--- src/hdl/diff_drive_odometry_macros.svh ---
// Assertion macros used by the odometry top-level RTL file.
`ifndef DIFF_DRIVE_ODOMETRY_MACROS_SVH
`define DIFF_DRIVE_ODOMETRY_MACROS_SVH
`ifndef NO_ASSERTIONS
// Same-cycle implication, checked on every rising edge outside reset.
`define DDO_ASSERT_IMP(label, ante, cons, msg) \
    label: assert property (@(posedge clk) disable iff (!rst_n) (ante) |-> (cons)) \
        else $error(msg);
// Next-cycle implication, checked on every rising edge outside reset.
`define DDO_ASSERT_NEXT(label, ante, cons, msg) \
    label: assert property (@(posedge clk) disable iff (!rst_n) (ante) |=> (cons)) \
        else $error(msg);
`else
`define DDO_ASSERT_IMP(label, ante, cons, msg)
`define DDO_ASSERT_NEXT(label, ante, cons, msg)
`endif
`endif

--- src/hdl/ddo_pkg.sv ---
// Types, constants and helper functions of the odometry block.
`default_nettype none
package ddo_pkg;

    // Configuration port.
    localparam int CFG_INDEX_W = 2;
    localparam int CFG_DATA_W  = 16;
    localparam logic [CFG_INDEX_W-1:0] CFG_TURN_GAIN     = 2'd0;
    localparam logic [CFG_INDEX_W-1:0] CFG_OFFSET_LENGTH = 2'd1;
    localparam logic [CFG_INDEX_W-1:0] CFG_STEP_TIME     = 2'd2;
    localparam logic [15:0] TURN_GAIN_RESET = 16'd327;
    localparam logic [15:0] STEP_TIME_RESET = 16'd655;

    // Request kinds.
    localparam logic [1:0] REQ_TICK = 2'd0;
    localparam logic [1:0] REQ_GYRO = 2'd1;
    localparam logic [1:0] REQ_FIX  = 2'd2;

    // CORDIC constants: inverse gain in Q30, angles in Q32 turns.
    localparam int CORDIC_TABLE_LEN = 24;
    localparam int CORDIC_IDX_W     = 5;
    localparam int SINCOS_W         = 27;
    localparam logic signed [31:0] CORDIC_INV_GAIN = 32'sd652032874;

    // Binary angle units per radian in Q16, split into two 16-bit halves.
    localparam logic [15:0] BA_PER_RAD_HI = 16'h28BE;
    localparam logic [15:0] BA_PER_RAD_LO = 16'h60DC;

    // Rounding offsets preloaded into the accumulator.
    localparam logic [63:0] RND_NONE = 64'h0;
    localparam logic [63:0] RND_Q8   = 64'h0000_0000_0000_0080;
    localparam logic [63:0] RND_Q24  = 64'h0000_0000_0080_0000;
    localparam logic [63:0] RND_Q40  = 64'h0000_0080_0000_0000;

    typedef struct packed {
        logic [1:0]         req_type;
        logic signed [15:0] left_speed;
        logic signed [15:0] right_speed;
        logic [15:0]        heading_in;
        logic signed [23:0] fix_x;
        logic signed [23:0] fix_y;
    } ddo_req_t;

    typedef struct packed {
        logic [15:0]        heading_out;
        logic signed [31:0] pos_x_out;
        logic signed [31:0] pos_y_out;
        logic signed [15:0] speed_out;
        logic signed [23:0] turn_rate_out;
    } ddo_rsp_t;

    typedef struct packed {
        logic signed [SINCOS_W-1:0] sin_val;
        logic signed [SINCOS_W-1:0] cos_val;
    } ddo_sincos_t;

    typedef struct packed {
        logic busy;
        logic done;
    } ddo_cordic_stat_t;

    typedef enum logic [2:0] {
        ST_IDLE,
        ST_MUL,
        ST_ACC,
        ST_WB,
        ST_SINCOS,
        ST_FINISH
    } ddo_state_t;

    typedef enum logic [1:0] {
        CS_IDLE,
        CS_ITER,
        CS_ROUND
    } ddo_cordic_state_t;

    // Multiply-accumulate steps of one speed tick, in issue order.
    typedef enum logic [3:0] {
        OP_W,
        OP_LW,
        OP_CV,
        OP_SLW,
        OP_SV,
        OP_CLW,
        OP_DXT,
        OP_DYT,
        OP_WT,
        OP_QKH,
        OP_QKL
    } ddo_op_t;

    typedef struct packed {
        logic        clear;
        logic        neg;
        logic        shift16;
        logic        wb;
        logic [63:0] rnd_const;
    } ddo_opctl_t;

    function automatic ddo_opctl_t op_ctl(input ddo_op_t op);
        ddo_opctl_t c;
        c = '0;
        case (op)
            OP_W:   begin c.clear = 1'b1; c.wb = 1'b1; c.rnd_const = RND_NONE; end
            OP_LW:  begin c.clear = 1'b1; c.wb = 1'b1; c.rnd_const = RND_NONE; end
            OP_CV:  begin c.clear = 1'b1; c.shift16 = 1'b1; c.rnd_const = RND_Q24; end
            OP_SLW: begin c.neg = 1'b1; c.wb = 1'b1; end
            OP_SV:  begin c.clear = 1'b1; c.shift16 = 1'b1; c.rnd_const = RND_Q24; end
            OP_CLW: begin c.wb = 1'b1; end
            OP_DXT: begin c.clear = 1'b1; c.wb = 1'b1; c.rnd_const = RND_Q24; end
            OP_DYT: begin c.clear = 1'b1; c.wb = 1'b1; c.rnd_const = RND_Q24; end
            OP_WT:  begin c.clear = 1'b1; c.wb = 1'b1; c.rnd_const = RND_Q8; end
            OP_QKH: begin c.clear = 1'b1; c.shift16 = 1'b1; c.rnd_const = RND_Q40; end
            OP_QKL: begin c.wb = 1'b1; end
            default: c = '0;
        endcase
        return c;
    endfunction

    // Arctangent of 2^-i in Q32 turns.
    function automatic logic [31:0] atan_turn(input logic [CORDIC_IDX_W-1:0] idx);
        logic [31:0] a;
        case (idx)
            5'd0:    a = 32'h20000000;
            5'd1:    a = 32'h12E4051E;
            5'd2:    a = 32'h09FB385B;
            5'd3:    a = 32'h051111D4;
            5'd4:    a = 32'h028B0D43;
            5'd5:    a = 32'h0145D7E1;
            5'd6:    a = 32'h00A2F61E;
            5'd7:    a = 32'h00517C55;
            5'd8:    a = 32'h0028BE53;
            5'd9:    a = 32'h00145F2F;
            5'd10:   a = 32'h000A2F98;
            5'd11:   a = 32'h000517CC;
            5'd12:   a = 32'h00028BE6;
            5'd13:   a = 32'h000145F3;
            5'd14:   a = 32'h0000A2FA;
            5'd15:   a = 32'h0000517D;
            5'd16:   a = 32'h000028BE;
            5'd17:   a = 32'h0000145F;
            5'd18:   a = 32'h00000A30;
            5'd19:   a = 32'h00000518;
            5'd20:   a = 32'h0000028C;
            5'd21:   a = 32'h00000146;
            5'd22:   a = 32'h000000A3;
            5'd23:   a = 32'h00000051;
            default: a = 32'h00000000;
        endcase
        return a;
    endfunction

endpackage
`default_nettype wire

--- src/hdl/ddo_cordic.sv ---
// Iterative rotation-mode CORDIC giving sine and cosine of a binary angle.
`default_nettype none
module ddo_cordic #(
    parameter int STEPS = 16
) (
    input  logic                      clk,
    input  logic                      rst_n,
    input  logic                      start,
    input  logic [15:0]               angle,
    output ddo_pkg::ddo_sincos_t      result,
    output ddo_pkg::ddo_cordic_stat_t stat
);
    import ddo_pkg::*;

    localparam int Active = (STEPS > CORDIC_TABLE_LEN) ? CORDIC_TABLE_LEN : STEPS;
    localparam logic [CORDIC_IDX_W-1:0] LastIdx = CORDIC_IDX_W'(Active - 1);

    ddo_cordic_state_t state_reg, state_next;
    logic signed [31:0] x_reg, x_next;
    logic signed [31:0] y_reg, y_next;
    logic signed [31:0] z_reg, z_next;
    logic               flip_reg, flip_next;
    logic [CORDIC_IDX_W-1:0] idx_reg, idx_next;
    logic signed [SINCOS_W-1:0] sin_reg, sin_next;
    logic signed [SINCOS_W-1:0] cos_reg, cos_next;
    logic               done_reg, done_next;

    logic               fold;
    logic signed [31:0] x_shift;
    logic signed [31:0] y_shift;
    logic signed [31:0] atan_v;
    logic [32:0]        x_round;
    logic [32:0]        y_round;

    always_ff @(posedge clk or negedge rst_n)
    begin
        if (!rst_n)
        begin
            state_reg <= CS_IDLE;
            done_reg  <= 1'b0;
        end
        else
        begin
            state_reg <= state_next;
            done_reg  <= done_next;
        end
    end

    always_ff @(posedge clk)
    begin
        x_reg    <= x_next;
        y_reg    <= y_next;
        z_reg    <= z_next;
        flip_reg <= flip_next;
        idx_reg  <= idx_next;
        sin_reg  <= sin_next;
        cos_reg  <= cos_next;
    end

    // Angles beyond a quarter turn either way are flipped by half a turn.
    assign fold = ((angle[15:14] == 2'b01) && (angle[13:0] != 14'd0))
                || (angle[15:14] == 2'b10);

    assign x_shift = x_reg >>> idx_reg;
    assign y_shift = y_reg >>> idx_reg;
    assign atan_v  = atan_turn(idx_reg);

    // Round half up to Q24; the flip negation folds into the same adder.
    assign x_round = flip_reg ? (~{x_reg[31], x_reg} + 33'd33) : ({x_reg[31], x_reg} + 33'd32);
    assign y_round = flip_reg ? (~{y_reg[31], y_reg} + 33'd33) : ({y_reg[31], y_reg} + 33'd32);

    always_comb
    begin
        state_next = state_reg;
        done_next  = done_reg;
        x_next     = x_reg;
        y_next     = y_reg;
        z_next     = z_reg;
        flip_next  = flip_reg;
        idx_next   = idx_reg;
        sin_next   = sin_reg;
        cos_next   = cos_reg;

        case (state_reg)
            CS_IDLE:
            begin
                if (start)
                begin
                    x_next     = CORDIC_INV_GAIN;
                    y_next     = 32'sd0;
                    z_next     = {fold ? ~angle[15] : angle[15], angle[14:0], 16'd0};
                    flip_next  = fold;
                    idx_next   = '0;
                    done_next  = 1'b0;
                    state_next = CS_ITER;
                end
            end
            CS_ITER:
            begin
                if (!z_reg[31])
                begin
                    x_next = x_reg - y_shift;
                    y_next = y_reg + x_shift;
                    z_next = z_reg - atan_v;
                end
                else
                begin
                    x_next = x_reg + y_shift;
                    y_next = y_reg - x_shift;
                    z_next = z_reg + atan_v;
                end
                idx_next = idx_reg + 1'b1;
                if (idx_reg == LastIdx)
                begin
                    state_next = CS_ROUND;
                end
            end
            CS_ROUND:
            begin
                cos_next   = x_round[32:6];
                sin_next   = y_round[32:6];
                done_next  = 1'b1;
                state_next = CS_IDLE;
            end
            default:
            begin
                state_next = CS_IDLE;
            end
        endcase
    end

    assign result.sin_val = sin_reg;
    assign result.cos_val = cos_reg;
    assign stat.busy      = (state_reg != CS_IDLE);
    assign stat.done      = done_reg;

endmodule
`default_nettype wire

--- config.mk ---
export PLATFORM = sky130hd
export DESIGN_NAME = ddo_cordic
export DESIGN_NICKNAME = d
export VERILOG_FILES = /design/src/hdl/diff_drive_odometry_macros.svh /design/src/hdl/ddo_pkg.sv /design/src/hdl/ddo_cordic.sv
export SDC_FILE = /design/constraint.sdc
export NUM_CORES = 1
export LEC_CHECK = 0
export BUFFER_PORTS_ARGS = -buffer_cell sky130_fd_sc_hd__buf_2
export CAP_MARGIN = 10
export CELL_PAD_IN_SITES_DETAIL_PLACEMENT = 0
export CELL_PAD_IN_SITES_GLOBAL_PLACEMENT = 1
export CORE_MARGIN = 3
export CORE_UTILIZATION = 30
export DETAILED_ROUTE_END_ITERATION = 16
export GPL_TIMING_DRIVEN = 0
export PLACE_DENSITY = 0.63
export SETUP_SLACK_MARGIN = 0.02
export SLEW_MARGIN = 20
export SYNTH_ARGS = -nofsm -noshare
export SYNTH_HDL_FRONTEND = slang
export SYNTH_SLANG_ARGS = --single-unit
--- constraint.sdc ---
create_clock -name clk -period 17.8 [get_ports clk]
set_clock_uncertainty 0.2 [all_clocks]
set_input_delay 0.89 -clock clk [delete_from_list [all_inputs] [get_ports clk]]
set_output_delay 0.89 -clock clk [all_outputs]
set_load 0.1 [all_outputs]
Word-level counts from Yosys, hierarchy flattened:

Memory sizes are Yosys's and may differ from the RTL's. A register that Yosys moved wholly into a read port is not among the register bits.
Index checks and enable logic that the tools add are counted.

* add/subtract/negate cells: 11
* multiply operators: 0
* divide/modulo/power cells: 0
* magnitude comparators: 0
* equal/unequal tests: 7
* shift-type cells: 2
* mux-type cells: 20
* bitwise operators: 3
* reductions and logical operators: 11

Operators with widths (count)
* two-way mux 32 bit: 6
* case mux 32 bit (2 select lines): 3
* adder 32 bit: 3
* subtractor 32 bit: 3
* adder 32 x 7 -> 33 bit (second input constant): 2
* adder 33 x 6 -> 33 bit (second input constant): 2
* two-way mux 33 bit: 2
* NOT 33 bit: 2
* >>> shifter 32 x 5 -> 32 bit: 2
* nonzero test 14 bit: 1
* two-way mux 5 bit: 2
* case mux 5 bit (2 select lines): 1
* AND reduction 2 bit: 4
* nonzero test 2 bit: 3
* adder 5 x 1 -> 5 bit (second input constant): 1
* equality test 5 x 4 -> 1 bit (second input constant): 1
* equality test 2 x 1 -> 1 bit (second input constant): 2
* equality test 2 bit (second input constant): 2
* two-way mux 2 bit: 2
* inequality test 2 bit (second input constant): 2
* case mux 2 bit (2 select lines): 1
* zero test 2 bit: 1
* two-way mux 1 bit: 2
* case mux 1 bit (2 select lines): 1
* 3 further kinds: 3

* register bits: 159
* bits in latches: 0
* bits in writable memories: 0
* ROM bits: 960
* input port bits: 19
* output and inout bits: 56
* logic and storage cells: 64
* memories: 1

Memory list
* (no name shown): words 32, bits a word 30, rd ports 1, clocked after memory_dff 1, wr ports 0, RTL line ddo_pkg.sv:123 `case (idx)`

Logic depth before layout (Yosys ltp):

* depth in word-level cells: 6
* depth in mapped cells: 28
* depth with buffers taken out: 23

Worst setup path before layout:

Ideal clock, no wire load.

* kind: flip-flop to flip-flop
* from: register idx_reg[1]
* to: register x_reg[29], data pin
* setup time: 0.268 ns
* arrival time: 5.220 ns
* required time: 17.332 ns
* slack: 12.112 ns
* stages on the path, launching flop included: 24
* buffers on the path: 6
* clock period less this slack: 5.688 ns
* cells stage by stage: edfxtp_1 buf_6 buf_4 buf_4 buf_1 mux4_2 a32o_1 a211oi_1 o211a_1 and4bb_2 clkbuf_1 a31oi_1 o21bai_1 xnor2_1 ha_1 clkbuf_1 nand4_1 o31a_1 o21a_1 o311ai_0 o211ai_1 o21ai_0 xnor2_1 nand2_1

* cells in the longest elaborated chain, start to end: 4
* elaborated cells between the ends (all ways): 5
* classes of those cells: add/sub: 2; shift: 1; mux: 2

Ends and longest elaborated chain
* from (decl): RTL line ddo_cordic.sv:23 `logic [CORDIC_IDX_W-1:0] idx_reg, idx_next;`
* from (signal assigned): RTL line ddo_cordic.sv:55 `idx_reg <= idx_next;`
* >>> shifter 32 x 5 -> 32 bit *: RTL line ddo_cordic.sv:65 `assign y_shift = y_reg >>> idx_reg;`
* subtractor 32 bit / adder 32 bit (equally long branches): RTL line ddo_cordic.sv:102, ddo_cordic.sv:108
* two-way mux 32 bit *: RTL line ddo_cordic.sv:100 `if (!z_reg[31])`
* case mux 32 bit (2 select lines) *: RTL line ddo_cordic.sv:84 `case (state_reg)`
* to (signal assigned): RTL line ddo_cordic.sv:51 `x_reg <= x_next;`
* to (decl): RTL line ddo_cordic.sv:19 `logic signed [31:0] x_reg, x_next;`

Every way passes the cells marked *; elsewhere a longest branch is shown, timed or not.
A chain may end at the register's enable or synchronous reset.

Worst setup path after layout:

* from: register idx_reg[4]
* to: register x_reg[31], data pin

The elaborated chain is that of the path after synthesis.

==> impl_metrics.toml <==
[global_routing]
grt_overflow_total = 0
grtUsageTotal_pct = 24.5
antenna_found_initial = 0
grt_pass1_wl_um = 126000
grt_pass1_vias = 18359
grt_max_degree = 71

[floorplanning]
die_w_um = 264
core_area_um2 = 65000
start_util_pct = 30.6
die-area_um2 = 69500
die_h_um = 264
num_rows = 93
pin_count = 75

[route]
drtAntennaViolNets = 0
wl_um = 87300
drc = 0
drt-initial-drc-count = 1881
drtPass1Iterations = 6
via_per_inst = 5.93
vias = 19166
wire_per_inst_um = 27.0

[clocking]
clock_latency_ns = 0.51
cts_resized = 0
clk_pin_slew_ns = 0.08
cts-root-buf = "clkbuf_16"
cts_buffer_depth = 2
post_cts_buffers = 0
numCtsBuffers = 17
htree_levels = 4
cts_hold_buf = 1
tritoncts = "done"
cts_sinks = 189

[final_layout]
final-seq-area_um2 = 5360
area_delta_synth_final_pct = 10.8
multi_input_area_um2 = 13700
drive_above_1_share_pct = 12.4
final_common_cell = "nor2_1"
final_core_util_pct = 33.9
antenna_cells = 0
final_nets = 2503
num-fill-cells = 6817
mostFrequentLayoutCells = "nor2_1, a21oi_1, nand2_1"

[synthesis]
synth.largest_area_cell = "edfxtp_1"
synth_edf_count = 156
postSynth.asyncResetShare_pct = 1.59
ys_types = 87
synthesis.area_um2 = 19900
synth.avg_cell_area_um2 = 8.79
synth_warnings = 0
synth_flop_cell = "edfxtp_1"
seq_area_frac_synth_pct = 26.9
syn-instance-count = 2265
synth_top_cells_by_area = "edfxtp_1, mux4_2, ha_1, xnor2_1, a21oi_1"
yosys.area.top_type_share_pct = 23.5
ys_ff_latch = 189
synth_nets = 2405

[timing]
tightest_slew_ns = 1.18
hold_slack_ns = 0.292
min_period_over_period_pct = 44.2
slew_violations = 0
setup-tns-final_ns = 0
finalHoldViolCount = 0
fin_crit_ns = 7.87
grt_setup_unrepaired = "false"
slew_headroom_pct = 21.3
max_clock_freq_ghz = 0.127
setup_violations = 0

[setup_path]
critical_path_class = "flip-flop to flip-flop"
crit_arrival_ns = 7.91
cp_max_fo = 10
rr_worst_depth = 22
path_cells = "clkbuf_1 -> clkbuf_1 -> buf_1 -> buf_1 -> nor3_1 -> a21oi_1 -> ha_1 -> nand3_1 -> nor4_4 -> nor2_1 -> xnor2_1 -> ha_1 -> a21oi_1 -> o221ai_1 -> o21ai_0 -> o31a_1 -> o21a_1 -> o311ai_0 -> o211ai_1 -> o21ai_0 -> xnor2_1 -> nor2_1"
worstSetupEndpointType = "flip-flop"
slowest_stage = "buf_1"
slowest_delay_ns = 0.75
required_ns = 17.84
start_kind = "flip-flop"

[placement]
gp_congestion = 1.05
place_hpwl_um = 68600
io_buffers = 74

[hold_path]
hold_class = "flip-flop to flip-flop"
hold_path_depth = 1

[status]
outcome = "finished, final reports clean"

[run]
cap_violations = 0
metrics by stage:
step	cells	area, um^2	worst slack, ns
after global routing	3231	22100	9.52
after floorplan	2265	19900	12.11
after detailed placement	3198	21500	9.75
after global placement	3194	21400	9.60
after CTS	3231	22000	9.73
final	3231	22100	9.93
routing by layer:
layer | global-route usage (%) | routed length (um) | part of all wire, %
met1 | 30.9 | 36200 | 41
met2 | 40.9 | 41100 | 47
met3 | 3.37 | 5350 | 6.1
met4 | 12.2 | 4680 | 5.4
met5 | 0 | 0 | 0
synthesized netlist by cell type, types with 20 or more instances:
cell type / number
a211oi_1: 25
a21o_1: 61
a21oi_1: 200
a31oi_1: 32
and2_1: 25
buf_2: 20
clkbuf_1: 109
dfxtp_1: 30
edfxtp_1: 156
ha_1: 118
inv_1: 54
mux2_2: 37
mux2i_1: 48
mux4_2: 78
nand2_1: 183
nand2b_1: 23
nand3_1: 33
nor2_1: 248
nor2b_1: 22
nor3_1: 45
o21a_1: 26
o21ai_0: 137
or3_1: 20
xnor2_1: 126
xor2_1: 95
area by class of cell:
cell class              instances  share of cell area, %
well taps                     855                   4.85
inverters                      59                   1.03
multi-input cells            1859                   62.0
clock inverters                15                  0.726
flip-flops and latches        189                   24.3
plain buffers                 158                   3.09
repair buffers                 79                   2.05
clock buffers                  17                   1.93
critical path: cells and delay by family, from the launching register on:
family	cells	cell delay [ns]
xor+xnor	2	0.35
simple gates	5	1.11
flops	1	0.62
buf+inv	4	2.42
fa+ha+maj	2	0.67
compound gates	9	2.20
kinds of logic after synthesis:
group	share of synthesized area, %
and+or+nand+nor	16.3
muxes	13.5
DFF	26.9
buffers and inverters	4.54
AOI/OAI and AO/OA	21.3
xor gates and xnor gates	9.72
adders and majority gates	7.72
final timing paths:
kind                            startpoint      endpoint  slack, ns
worst max-delay path            idx_reg[4]     x_reg[31]       9.93
worst max register to register  idx_reg[4]     x_reg[31]       9.93
max in group asynchronous            rst_n      done_reg      16.76
worst min register to register    done_reg      done_reg       0.29
min in group asynchronous            rst_n  state_reg[0]       0.52
worst min-delay path              done_reg      done_reg       0.29
Power is left out: the tool's default activity adds up to more than one toggle a clock period on the data nets, which glitch-free logic cannot reach.
